### config.mk
export PLATFORM = sky130hd
export DESIGN_NAME = cubic_bezier_segment_flattener_flat
export DESIGN_NICKNAME = d
export VERILOG_FILES = /design/src/hdl/cbsf_pkg.sv /design/src/hdl/cbsf_if.sv /design/src/hdl/cbsf_ctrl.sv /design/src/hdl/cbsf_datapath.sv /design/src/hdl/cubic_bezier_segment_flattener.sv /design/src/flat_wrapper.sv
export SDC_FILE = /design/constraint.sdc
export NUM_CORES = 2
export LEC_CHECK = 0
export ABC_AREA = 1
export BUFFER_PORTS_ARGS = -buffer_cell sky130_fd_sc_hd__buf_2
export CORE_ASPECT_RATIO = 0.7
export CORE_MARGIN = 2
export CORE_UTILIZATION = 51
export DETAILED_ROUTE_END_ITERATION = 8
export GPL_TIMING_DRIVEN = 1
export HOLD_SLACK_MARGIN = 0.15
export PLACE_DENSITY = 0.68
export SLEW_MARGIN = 0
export SYNTH_ARGS = -nofsm -noshare
export SYNTH_HDL_FRONTEND = slang
export SYNTH_SLANG_ARGS = --single-unit
### constraint.sdc
create_clock -name clock -period 25.6 [get_ports clock]
set_input_delay 1.28 -clock clock [delete_from_list [all_inputs] [get_ports clock]]
set_output_delay 1.28 -clock clock [all_outputs]
set_load 0.02 [all_outputs]
### src/hdl/cbsf_pkg.sv
`timescale 1ns / 1ps
// Types and constants shared by the cubic Bezier segment flattener.
// No dependencies.
package cbsf_pkg;

   localparam int COORD_BITS = 16;
   localparam int STEP_BITS  = 6;
   localparam int WGT_BITS   = 18;
   localparam int ACC_BITS   = 36;
   localparam int DIV_BITS   = 4;

   typedef logic signed [COORD_BITS-1:0] coord_type;
   typedef logic        [STEP_BITS-1:0]  step_type;
   typedef logic        [WGT_BITS-1:0]   wgt_type;
   typedef logic signed [ACC_BITS-1:0]   acc_type;

   typedef struct packed {
      coord_type start_x;
      coord_type start_y;
      coord_type out_handle_x;
      coord_type out_handle_y;
      logic      has_out_handle;
      coord_type in_handle_x;
      coord_type in_handle_y;
      logic      has_in_handle;
      coord_type end_x;
      coord_type end_y;
   } seg_type;

   typedef enum logic [2:0] {
      ST_IDLE,
      ST_SQUARE,
      ST_CUBE,
      ST_MAC,
      ST_PREP,
      ST_DIVIDE,
      ST_EMIT
   } state_type;

   typedef struct packed {
      logic                load;
      logic                calc_sq;
      logic                calc_cube;
      logic                mac_en;
      logic [1:0]          mac_sel;
      logic                prep;
      logic                div_en;
      logic [DIV_BITS-1:0] div_shift;
      logic                emit;
   } cmd_type;

   typedef struct packed {
      logic slot_free;
      logic last;
   } status_type;

endpackage

### src/hdl/cbsf_if.sv
`timescale 1ns / 1ps
// Request and response channel interfaces of the flattener.
// Depends on cbsf_pkg.
interface cbsf_req_if import cbsf_pkg::*; ();
   logic      valid;
   logic      ready;
   coord_type start_x;
   coord_type start_y;
   coord_type out_handle_x;
   coord_type out_handle_y;
   logic      has_out_handle;
   coord_type in_handle_x;
   coord_type in_handle_y;
   logic      has_in_handle;
   coord_type end_x;
   coord_type end_y;

   modport source (output valid, start_x, start_y, out_handle_x, out_handle_y,
                   has_out_handle, in_handle_x, in_handle_y, has_in_handle,
                   end_x, end_y, input ready);
   modport sink (input valid, start_x, start_y, out_handle_x, out_handle_y,
                 has_out_handle, in_handle_x, in_handle_y, has_in_handle,
                 end_x, end_y, output ready);
endinterface

interface cbsf_rsp_if import cbsf_pkg::*; ();
   logic      valid;
   logic      ready;
   coord_type point_x;
   coord_type point_y;
   logic      last_point;

   modport source (output valid, point_x, point_y, last_point, input ready);
   modport sink (input valid, point_x, point_y, last_point, output ready);
endinterface

### src/hdl/cbsf_ctrl.sv
`timescale 1ns / 1ps
// Sequencer of the flattener: steps the datapath through weights,
// multiply-accumulate, division and emission for each point. Depends on cbsf_pkg.
module cbsf_ctrl import cbsf_pkg::*; (
   input  logic       clock,
   input  logic       reset,
   input  logic       req_valid,
   output logic       req_ready,
   input  status_type status,
   output cmd_type    cmd
);

   state_type           state_ff, state_in;
   logic [1:0]          mac_ff, mac_in;
   logic [DIV_BITS-1:0] div_ff, div_in;

   always_ff @(posedge clock) begin
      if (reset) begin
         state_ff <= ST_IDLE;
         mac_ff   <= '0;
         div_ff   <= '0;
      end else begin
         state_ff <= state_in;
         mac_ff   <= mac_in;
         div_ff   <= div_in;
      end
   end

   always_comb begin
      state_in = state_ff;
      mac_in   = mac_ff;
      div_in   = div_ff;
      case (state_ff)
         ST_IDLE: begin
            if (req_valid) state_in = ST_SQUARE;
         end
         ST_SQUARE: state_in = ST_CUBE;
         ST_CUBE: begin
            state_in = ST_MAC;
            mac_in   = '0;
         end
         ST_MAC: begin
            mac_in = mac_ff + 2'd1;
            if (mac_ff == 2'd3) state_in = ST_PREP;
         end
         ST_PREP: begin
            state_in = ST_DIVIDE;
            div_in   = '1;
         end
         ST_DIVIDE: begin
            div_in = div_ff - 1'b1;
            if (div_ff == '0) state_in = ST_EMIT;
         end
         ST_EMIT: begin
            if (status.slot_free) state_in = status.last ? ST_IDLE : ST_SQUARE;
         end
         default: state_in = ST_IDLE;
      endcase
   end

   always_comb begin
      req_ready     = 1'b0;
      cmd           = '0;
      cmd.mac_sel   = mac_ff;
      cmd.div_shift = div_ff;
      case (state_ff)
         ST_IDLE: begin
            req_ready = 1'b1;
            cmd.load  = req_valid;
         end
         ST_SQUARE: cmd.calc_sq   = 1'b1;
         ST_CUBE:   cmd.calc_cube = 1'b1;
         ST_MAC:    cmd.mac_en    = 1'b1;
         ST_PREP:   cmd.prep      = 1'b1;
         ST_DIVIDE: cmd.div_en    = 1'b1;
         ST_EMIT:   cmd.emit      = status.slot_free;
         default:   cmd           = '0;
      endcase
   end

endmodule

### src/hdl/cbsf_datapath.sv
`timescale 1ns / 1ps
// Datapath of the flattener: control points, Bernstein weights, accumulators,
// two bit-serial dividers and the output register. Depends on cbsf_pkg.
module cbsf_datapath import cbsf_pkg::*; (
   input  logic       clock,
   input  logic       reset,
   input  cmd_type    cmd,
   output status_type status,
   input  step_type   steps,
   input  seg_type    seg,
   output logic       rsp_valid,
   input  logic       rsp_ready,
   output coord_type  point_x,
   output coord_type  point_y,
   output logic       last_point
);

   coord_type px_ff [4];
   coord_type py_ff [4];
   step_type  s_ff, j_ff, u_ff;
   logic [2*STEP_BITS-1:0] u2_ff, j2_ff, s2_ff;
   wgt_type   w_ff [4];
   wgt_type   den_ff;
   acc_type   acc_x_ff, acc_y_ff;
   logic [ACC_BITS-1:0] rem_x_ff, rem_y_ff;
   logic [COORD_BITS-1:0] q_x_ff, q_y_ff;
   logic      rsp_valid_ff;
   coord_type point_x_ff, point_y_ff;
   logic      last_ff;

   step_type  u_now;
   logic signed [WGT_BITS+COORD_BITS:0] prod_x, prod_y;
   logic signed [ACC_BITS:0] n_x, n_y;
   logic [ACC_BITS-1:0] dsh;
   logic [ACC_BITS:0] tr_x, tr_y;

   assign u_now  = s_ff - j_ff;
   assign prod_x = $signed({1'b0, w_ff[cmd.mac_sel]}) * px_ff[cmd.mac_sel];
   assign prod_y = $signed({1'b0, w_ff[cmd.mac_sel]}) * py_ff[cmd.mac_sel];
   // offset by 2^15 divisors keeps the dividend non-negative
   assign n_x = $signed({acc_x_ff, 1'b0}) + $signed({19'b0, den_ff})
              + $signed({3'b0, den_ff, 16'b0});
   assign n_y = $signed({acc_y_ff, 1'b0}) + $signed({19'b0, den_ff})
              + $signed({3'b0, den_ff, 16'b0});
   assign dsh  = ACC_BITS'({den_ff, 1'b0}) << cmd.div_shift;
   assign tr_x = {1'b0, rem_x_ff} - {1'b0, dsh};
   assign tr_y = {1'b0, rem_y_ff} - {1'b0, dsh};

   always_ff @(posedge clock) begin
      if (cmd.load) begin
         px_ff[0] <= seg.start_x;
         py_ff[0] <= seg.start_y;
         px_ff[1] <= seg.has_out_handle ? seg.out_handle_x : seg.start_x;
         py_ff[1] <= seg.has_out_handle ? seg.out_handle_y : seg.start_y;
         px_ff[2] <= seg.has_in_handle ? seg.in_handle_x : seg.end_x;
         py_ff[2] <= seg.has_in_handle ? seg.in_handle_y : seg.end_y;
         px_ff[3] <= seg.end_x;
         py_ff[3] <= seg.end_y;
         s_ff     <= (steps == '0) ? step_type'(1) : steps;
      end
      if (cmd.calc_sq) begin
         u_ff  <= u_now;
         u2_ff <= u_now * u_now;
         j2_ff <= j_ff * j_ff;
         s2_ff <= s_ff * s_ff;
      end
      if (cmd.calc_cube) begin
         w_ff[0]  <= WGT_BITS'(u2_ff * u_ff);
         w_ff[1]  <= WGT_BITS'(u2_ff * j_ff * 2'd3);
         w_ff[2]  <= WGT_BITS'(j2_ff * u_ff * 2'd3);
         w_ff[3]  <= WGT_BITS'(j2_ff * j_ff);
         den_ff   <= WGT_BITS'(s2_ff * s_ff);
         acc_x_ff <= '0;
         acc_y_ff <= '0;
      end
      if (cmd.mac_en) begin
         acc_x_ff <= acc_x_ff + ACC_BITS'(prod_x);
         acc_y_ff <= acc_y_ff + ACC_BITS'(prod_y);
      end
      if (cmd.prep) begin
         rem_x_ff <= n_x[ACC_BITS-1:0];
         rem_y_ff <= n_y[ACC_BITS-1:0];
         q_x_ff   <= '0;
         q_y_ff   <= '0;
      end
      if (cmd.div_en) begin
         if (!tr_x[ACC_BITS]) begin
            rem_x_ff             <= tr_x[ACC_BITS-1:0];
            q_x_ff[cmd.div_shift] <= 1'b1;
         end
         if (!tr_y[ACC_BITS]) begin
            rem_y_ff             <= tr_y[ACC_BITS-1:0];
            q_y_ff[cmd.div_shift] <= 1'b1;
         end
      end
      if (cmd.emit) begin
         point_x_ff <= {~q_x_ff[COORD_BITS-1], q_x_ff[COORD_BITS-2:0]};
         point_y_ff <= {~q_y_ff[COORD_BITS-1], q_y_ff[COORD_BITS-2:0]};
         last_ff    <= status.last;
      end
   end

   always_ff @(posedge clock) begin
      if (reset) begin
         j_ff         <= '0;
         rsp_valid_ff <= 1'b0;
      end else begin
         if (cmd.load) j_ff <= '0;
         else if (cmd.emit) j_ff <= status.last ? step_type'(0) : j_ff + 1'b1;
         if (cmd.emit) rsp_valid_ff <= 1'b1;
         else if (rsp_ready) rsp_valid_ff <= 1'b0;
      end
   end

   assign status.slot_free = !rsp_valid_ff || rsp_ready;
   assign status.last      = (j_ff == s_ff);
   assign rsp_valid        = rsp_valid_ff;
   assign point_x          = point_x_ff;
   assign point_y          = point_y_ff;
   assign last_point       = last_ff;

endmodule

### src/hdl/cubic_bezier_segment_flattener.sv
`timescale 1ns / 1ps
// Top level of the cubic Bezier segment flattener: steps register, sequencer
// and datapath. Depends on cbsf_pkg, cbsf_if, cbsf_ctrl and cbsf_datapath.
//
// Each request on req_chan is one cubic segment (ends, handles, handle flags).
// The block answers with steps+1 points on rsp_chan, last_point set on the
// final one. The user writes steps through csr_write/csr_wdata only while
// idle; the block itself does not enforce it. 0 acts as 1. Reset sets
// steps to 63 and empties the block. Each point runs through the weight
// states (square, then cube), multiply-accumulate over the four control
// points, a set-up, the one-bit-per-cycle divider over the 16 quotient bits
// and an emit; req_chan.ready is high only between segments.
// Points sit in an output register; while rsp_chan.ready is low the
// next point is computed and then held until the register drains.
module cubic_bezier_segment_flattener import cbsf_pkg::*; (
   input  logic            clock,
   input  logic            reset,
   input  logic            csr_write,
   input  step_type        csr_wdata,
   cbsf_req_if.sink        req_chan,
   cbsf_rsp_if.source      rsp_chan
);

   step_type   steps_ff;
   cmd_type    cmd;
   status_type status;
   seg_type    seg;
   logic       req_ready;

   always_ff @(posedge clock) begin
      if (reset) steps_ff <= step_type'(63);
      else if (csr_write) steps_ff <= csr_wdata;
   end

   assign seg.start_x        = req_chan.start_x;
   assign seg.start_y        = req_chan.start_y;
   assign seg.out_handle_x   = req_chan.out_handle_x;
   assign seg.out_handle_y   = req_chan.out_handle_y;
   assign seg.has_out_handle = req_chan.has_out_handle;
   assign seg.in_handle_x    = req_chan.in_handle_x;
   assign seg.in_handle_y    = req_chan.in_handle_y;
   assign seg.has_in_handle  = req_chan.has_in_handle;
   assign seg.end_x          = req_chan.end_x;
   assign seg.end_y          = req_chan.end_y;
   assign req_chan.ready     = req_ready;

   cbsf_ctrl u_ctrl (
      .clock     (clock),
      .reset     (reset),
      .req_valid (req_chan.valid),
      .req_ready (req_ready),
      .status    (status),
      .cmd       (cmd)
   );

   cbsf_datapath u_datapath (
      .clock      (clock),
      .reset      (reset),
      .cmd        (cmd),
      .status     (status),
      .steps      (steps_ff),
      .seg        (seg),
      .rsp_valid  (rsp_chan.valid),
      .rsp_ready  (rsp_chan.ready),
      .point_x    (rsp_chan.point_x),
      .point_y    (rsp_chan.point_y),
      .last_point (rsp_chan.last_point)
   );

   a_busy_after_request: assert property (@(posedge clock) disable iff (reset)
      req_chan.valid && req_ready |=> !req_ready)
      else $error("request taken while a segment is in progress");

   a_emit_shows_point: assert property (@(posedge clock) disable iff (reset)
      cmd.emit |=> rsp_chan.valid)
      else $error("emitted point not presented");

   a_one_command: assert property (@(posedge clock) disable iff (reset)
      $onehot0({cmd.load, cmd.calc_sq, cmd.calc_cube, cmd.mac_en, cmd.prep,
                cmd.div_en, cmd.emit}))
      else $error("conflicting datapath commands");

endmodule

### src/flat_wrapper.sv
// flat-port wrapper written by rule: the top's interface ports become plain ports
module cubic_bezier_segment_flattener_flat import cbsf_pkg::*;
  (clock, reset, csr_write, csr_wdata, req_chan_valid, req_chan_start_x, req_chan_start_y, req_chan_out_handle_x, req_chan_out_handle_y, req_chan_has_out_handle, req_chan_in_handle_x, req_chan_in_handle_y, req_chan_has_in_handle, req_chan_end_x, req_chan_end_y, req_chan_ready, rsp_chan_valid, rsp_chan_point_x, rsp_chan_point_y, rsp_chan_last_point, rsp_chan_ready);
  cbsf_req_if req_chan_i ();
  cbsf_rsp_if rsp_chan_i ();
  input  logic clock;
  input  logic reset;
  input  logic csr_write;
  input  step_type csr_wdata;
  input wire logic [$bits(req_chan_i.valid)-1:0] req_chan_valid;
  input wire logic [$bits(req_chan_i.start_x)-1:0] req_chan_start_x;
  input wire logic [$bits(req_chan_i.start_y)-1:0] req_chan_start_y;
  input wire logic [$bits(req_chan_i.out_handle_x)-1:0] req_chan_out_handle_x;
  input wire logic [$bits(req_chan_i.out_handle_y)-1:0] req_chan_out_handle_y;
  input wire logic [$bits(req_chan_i.has_out_handle)-1:0] req_chan_has_out_handle;
  input wire logic [$bits(req_chan_i.in_handle_x)-1:0] req_chan_in_handle_x;
  input wire logic [$bits(req_chan_i.in_handle_y)-1:0] req_chan_in_handle_y;
  input wire logic [$bits(req_chan_i.has_in_handle)-1:0] req_chan_has_in_handle;
  input wire logic [$bits(req_chan_i.end_x)-1:0] req_chan_end_x;
  input wire logic [$bits(req_chan_i.end_y)-1:0] req_chan_end_y;
  output wire logic [$bits(req_chan_i.ready)-1:0] req_chan_ready;
  output wire logic [$bits(rsp_chan_i.valid)-1:0] rsp_chan_valid;
  output wire logic [$bits(rsp_chan_i.point_x)-1:0] rsp_chan_point_x;
  output wire logic [$bits(rsp_chan_i.point_y)-1:0] rsp_chan_point_y;
  output wire logic [$bits(rsp_chan_i.last_point)-1:0] rsp_chan_last_point;
  input wire logic [$bits(rsp_chan_i.ready)-1:0] rsp_chan_ready;
  assign req_chan_i.valid = req_chan_valid;
  assign req_chan_i.start_x = req_chan_start_x;
  assign req_chan_i.start_y = req_chan_start_y;
  assign req_chan_i.out_handle_x = req_chan_out_handle_x;
  assign req_chan_i.out_handle_y = req_chan_out_handle_y;
  assign req_chan_i.has_out_handle = req_chan_has_out_handle;
  assign req_chan_i.in_handle_x = req_chan_in_handle_x;
  assign req_chan_i.in_handle_y = req_chan_in_handle_y;
  assign req_chan_i.has_in_handle = req_chan_has_in_handle;
  assign req_chan_i.end_x = req_chan_end_x;
  assign req_chan_i.end_y = req_chan_end_y;
  assign req_chan_ready = req_chan_i.ready;
  assign rsp_chan_valid = rsp_chan_i.valid;
  assign rsp_chan_point_x = rsp_chan_i.point_x;
  assign rsp_chan_point_y = rsp_chan_i.point_y;
  assign rsp_chan_last_point = rsp_chan_i.last_point;
  assign rsp_chan_i.ready = rsp_chan_ready;
  cubic_bezier_segment_flattener u_core (.clock(clock), .reset(reset), .csr_write(csr_write), .csr_wdata(csr_wdata), .req_chan(req_chan_i), .rsp_chan(rsp_chan_i));
endmodule
== Word-level counts from Yosys, hierarchy flattened ==
Memories as Yosys holds them, arrays and structs flattened.
Index checks and enable logic that the tools add are counted.
Word-level totals
  word-level logic and storage cells: 126
  input bits: 141
  bits in registers: 297
  RAM bits: 200
  output and inout port bits: 35
  memories kept: 3
Cells by class
  muxes and demuxes: 46
  $add $sub $neg: 12
  bitwise logic cells: 4
  equality and inequality tests: 12
  multiply operators: 12
  reduce and logical (&&, ||, !) cells: 13
  order comparisons: 2
  shift operators: 1
Memory list
  u_core.u_datapath.w_ff: depth 4, bits a word 18, read ports 1, clocked after memory_dff 0, wr ports 4, RTL line cbsf_datapath.sv:22  | wgt_type w_ff [4];
  u_core.u_datapath.px_ff: depth 4, bits a word 16, read ports 1, clocked after memory_dff 0, wr ports 4, RTL line cbsf_datapath.sv:18  | coord_type px_ff [4];
  u_core.u_datapath.py_ff: depth 4, bits a word 16, read ports 1, clocked after memory_dff 0, wr ports 4, RTL line cbsf_datapath.sv:19  | coord_type py_ff [4];
Operator list (number)
  36-bit two-way mux: 9
  16-bit two-way mux: 10
  36-bit by 35-bit adder with 36-bit output: 4
  12-bit by 6-bit multiplier with 18-bit output: 5
  36-bit by 36-bit subtractor with 37-bit output: 2
  36-bit by 19-bit adder with 36-bit output: 2
  19-bit by 16-bit multiplier with 35-bit output: 2
  18-bit by 2-bit multiplier with 18-bit output, second input constant: 2
  6-bit by 6-bit multiplier with 12-bit output: 3
  19-bit by 4-bit left shift with 36-bit output: 1
  16-bit bitwise OR: 2
  3-bit one-hot mux with 7 select lines: 1
  1-bit two-way mux: 16
  3-bit two-way mux: 4
  3-bit equality test, second input constant: 3
  2-bit != test, second input constant: 4
  4-bit one-hot mux with 2 select lines: 1
  2-bit nonzero test: 4
  7-bit OR reduction: 1
  6-bit by 1-bit adder with 6-bit output, second input constant: 1
  3-bit by 2-bit equality test with 1-bit output, second input constant: 2
  6-bit equality test: 1
  6-bit logical NOT: 1
  6-bit two-way mux: 1
  other kinds (19): 20

== Depth between registers and ports, before layout ==
  word-level depth: 10
  gate-level depth with buffers: 37
  mapped depth without buffers: 33

== By module ==
From an unflattened synthesis, not the netlist that was laid out.
Unflattened totals
  cells, all modules: 8303
  area, all modules: 64754.6 µm²
By module, submodules not included
  cbsf_datapath: seq. area each 13142.6 µm², area an instance 63947.6 µm², times used 1, cells each 8181
  cbsf_ctrl: seq. area each 180.2 µm², area an instance 604.3 µm², times used 1, cells each 96
  cubic_bezier_segment_flattener: seq. area each 120.1 µm², area an instance 202.7 µm², times used 1, cells each 26

== Worst setup path before layout ==
OpenSTA, ideal clock, no wires.
  kind: input to register
  start: input port req_chan_valid
  end: memory u_core.u_datapath.px_ff[0][0] in the netlist's numbering (enable)
  data arrival time: 10363 ps
  stages on the path: 2
  required time: 24807 ps
  buffers on the path: 0
  path slack: 14444 ps
  library setup time: 793 ps
  path through: inv_1 nor3_1
RTL lines
  from (decl): RTL line flat_wrapper.sv:10  | input wire logic [$bits(req_chan_i.valid)-1:0] req_chan_valid;
  to (decl): RTL line cbsf_datapath.sv:18

== Final worst setup path ==
  start: register u_core.u_ctrl.state_ff[2]
  end: register u_core.u_datapath.acc_x_ff[25], data pin
On the way
  longest elaborated chain between the ends: 7
  elaborated cells on any way between the ends: 15
  those cells by class: add/sub: 1; mul: 1; eq/ne: 6; mux: 3; reduce/logical: 2; memory: 2
RTL lines
  from (decl): RTL line cbsf_ctrl.sv:13  | state_type state_ff, state_in;
  from (signal assigned): RTL line cbsf_ctrl.sv:23  | state_ff <= state_in;
  3-bit equality test (tied with other cells): RTL line cbsf_ctrl.sv:66  | case (state_ff)
  7-bit OR reduction (no source line)
  2-bit two-way mux: RTL line cbsf_ctrl.sv:66
  memory read 4 x 18 bit / memory read 4 x 16 bit (equally long branches)
  19-bit by 16-bit multiplier with 35-bit output: RTL line cbsf_datapath.sv:38  | assign prod_x = $signed({1'b0, w_ff[cmd.mac_sel]}) * px_ff[cmd.mac_sel];
  36-bit by 35-bit adder with 36-bit output: RTL line cbsf_datapath.sv:77  | acc_x_ff <= acc_x_ff + ACC_BITS'(prod_x);
  36-bit two-way mux *: RTL line cbsf_datapath.sv:76  | if (cmd.mac_en) begin
  to (signal assigned): RTL line cbsf_datapath.sv:77
  to (decl): RTL line cbsf_datapath.sv:24  | acc_type acc_x_ff, acc_y_ff;
Every way passes the cells marked *; elsewhere a longest branch is shown, timed or not.
A chain may end at the register's enable or synchronous reset.

==> impl_metrics.yaml <==
outcome:
  status: "finished clean"
die:
  die_height_um: 305
  io-pin-count: 176
  die_area_um2: 132000
  die_w_um: 434
  core_um2: 128000
  start_util_pct: 51.3
  rows: 110
yosys:
  synth_xor_area_share_pct: 2.31
  synthesis.area_um2: 65900
  synth_nets: 10200
  synth_compound_area_share_pct: 7.59
  yosysTopAreaCell: "fa_1"
  synth.area.top_cells: "fa_1 22%, edfxtp_1 17%, nand2_1 13%, ha_1 12%, inv_1 10%"
  ys_async_sr_fraction_pct: 0
  synth_edf_count: 365
  synth_cell_type_count: 58
  netlist_instances: 8672
  ys.flop_type: "edfxtp_1"
  yosysWarnings: 0
  yosysSeqAreaShare_pct: 20.4
  yosys.area_share.simple_pct: 22.1
  synthAdderAreaFrac_pct: 34.4
  yosysTopAreaCellShare_pct: 22.0
  yosys_register_bits: 489
  synth_top_family_by_area: "adder cells"
  synth.area.mux_share_pct: 1.17
  synth.avg_cell_area_um2: 7.60
finish:
  n_antenna_cell: 0
  final_cell_mix: "2359 x nand2_1, 1782 x inv_1, 794 x nor2_1, 725 x fa_1, 655 x ha_1"
  fillers: 12100
  final_common_cell: "nand2_1"
  ff_latch_area_um2: 13400
  multi_input_area_um2: 44600
  drive_gt1_share_pct: 5.38
  layout.nets: 10200
  syn_to_final_growth_pct: 6.30
critical_path:
  path_buf_inv: 6
  critPathMaxFanout: 42
  r2r.worst_path.cells: 25
  regToRegStartpoint: "u_core.u_ctrl.state_ff[2]"
  crit_top_cell: "fa_1"
  reg2reg_to: "u_core.u_datapath.acc_x_ff[25]"
  crit_required_ps: 26040
  critical_path_class: "reg2reg"
  ff2ff_setup_slack_ps: 16830
  crit_cells: 25
  critPathArrivalTime_ps: 9210
  path_delay_family: "adder cells"
  cpMaxStageDelayCell: "o21a_1"
  critPathLaunchType: "register"
  end_kind: "register"
  critical_path.startpoint: "u_core.u_ctrl.state_ff[2]"
  critPathCapture: "u_core.u_datapath.acc_x_ff[25]"
  max_stage_delay_ps: 820
timing:
  slew_headroom_pct: 15.4
  finalSetupViolCount: 0
  rsz0062_at_grt: "no"
  hold_viol_final: 0
  fin_crit_ps: 8770
  max_freq_mhz: 114
  fin_worst_skew_ps: 49.9
  slew_viol_final: 0
  period_share_pct: 34.3
  tns_ps: 0
  tightest_slew_ps: 1260
clock_tree:
  clock_latency_ps: 720
  cts_sinks: 489
  postCtsHoldBufs: 0
  clk_pin_slew_worst_paths_ps: 60
  htreeDepth: 2
  cts_setup_buffers: 0
  cts_tree: "yes"
  cts.repair.resized: 0
  cts-root-buf: "clkbuf_16"
  clockBufferDepth: 3
  cts_buffers: 56
route:
  drc: 0
  vias: 56600
  postRouteAntennaNets: 0
  drt_pass1_iterations: 8
  wl_per_cell_um: 19.0
  routed_wl_mm: 200
  drt_iter0_drc: 5668
  via_per_inst: 5.40
grt:
  grt.busiest_layer: "met1"
  grt.total_usage_pct: 30.2
  met1_usage_pct: 44.9
  met2_usage_pct: 42.8
  gr-total-overflow: 0
  use_met3_pct: 8.28
  grt_first_pass_wirelength_mm: 311
  antenna_found_initial: 4
  grt_pass1_vias: 54800
  grt_max_degree: 87
placement:
  place_hpwl_mm: 162
  portBuffers: 175
  gp_congestion: 1.01
worst_hold_path:
  hp-class: "reg2reg"
flow_run:
  maxCapViolations: 0
[cells in the mapped netlist, types with 57 or more instances]
cell type,n
nand2_1,2360
inv_1,1783
nor2_1,796
fa_1,725
ha_1,655
edfxtp_1,365
a21oi_1,320
nand3_1,315
o21ai_0,303
dfxtp_1,124
xor2_1,117
clkbuf_1,107
buf_2,96
mux2_2,64
xnor2_1,57
[logic make-up after synthesis]
family          Yosys count
compound gates          859
buf+inv                2051
fa+ha+maj              1380
flops                   489
xor+xnor                174
simple gates           3650
mux                      69
[worst register-to-register path, delay by kind of cell, from the launching register on]
kind            cells  cell delay, ps
buf+inv             6            1370
fa+ha+maj           7            3360
compound gates      3            1380
simple gates        9            1780
flops               1             640
[stage by stage]
stage                     instances  setup slack, ps  cell area, um2  hold slack, ps  util (%)
after global placement        10400            17250           68200             413      53.1
after global routing          10500            16410           70100             434      54.6
after floorplan                8672            14440           65900             409         -
after detailed placement      10400            17070           68200             415      53.1
after CTS                     10500            17020           70100             429      54.6
final                         10500            16830           70100             424      54.6
[worst min-delay path by stage]
| stage | cells past startpoint | startpoint | end | slack [ps] |
|---|---|---|---|---|
| finish | 0 | u_core.u_datapath.q_x_ff[13] | u_core.u_datapath.point_x[13] | 420 |
| global route | 0 | u_core.u_datapath.q_x_ff[13] | u_core.u_datapath.point_x[13] | 430 |
| CTS | 0 | u_core.u_datapath.q_x_ff[13] | u_core.u_datapath.point_x[13] | 430 |
| detailed placement | 0 | u_core.u_datapath.q_x_ff[13] | u_core.u_datapath.point_x[13] | 420 |
| global placement | 0 | u_core.u_datapath.q_x_ff[13] | u_core.u_datapath.point_x[13] | 410 |
| floorplan | 0 | u_core.u_datapath.q_x_ff[0] | u_core.u_datapath.point_x[0] | 410 |
[routing by layer]
layer	vias up	share of wire [%]
met5	-	0.0065
li1	26800	-
met2	2425	41
met3	330	11
met4	2	2.9
met1	27100	45
[registers in the layout, summed over array words and instances (netlist names)]
signal and cells:
u_core.u_datapath.s_ff 6, u_core.u_datapath.acc_x_ff 35, u_core.u_datapath.acc_y_ff 35, u_core.u_datapath.last_point 1
u_core.steps_ff 6, u_core.u_ctrl.state_ff 3, u_core.u_datapath.q_x_ff 16, u_core.u_datapath.j_ff 6
u_core.u_datapath.q_y_ff 16, u_core.u_datapath.j2_ff 11, u_core.u_datapath.den_ff 18, u_core.u_datapath.point_x 16
u_core.u_datapath.u2_ff 10, u_core.u_ctrl.mac_ff 2, u_core.u_datapath.rem_y_ff 35, u_core.u_datapath.rsp_valid 1
u_core.u_datapath.rem_x_ff 35, u_core.u_datapath.py_ff 64, u_core.u_datapath.u_ff 6, u_core.u_datapath.px_ff 64
u_core.u_datapath.point_y 16, u_core.u_ctrl.div_ff 4, u_core.u_datapath.w_ff 72, u_core.u_datapath.s2_ff 11
[cell type report]
cell class	count	area share, %
multi-input cells	6132	63.6
repair buffers	218	1.71
inverters	1805	9.67
flip-flops and latches	489	19.2
clock inverters	36	0.534
well taps	1736	3.10
clock buffers	69	2.16
Power is not shown: default switching activity piles up to over one toggle a cycle in this logic, so the estimate is an artifact.
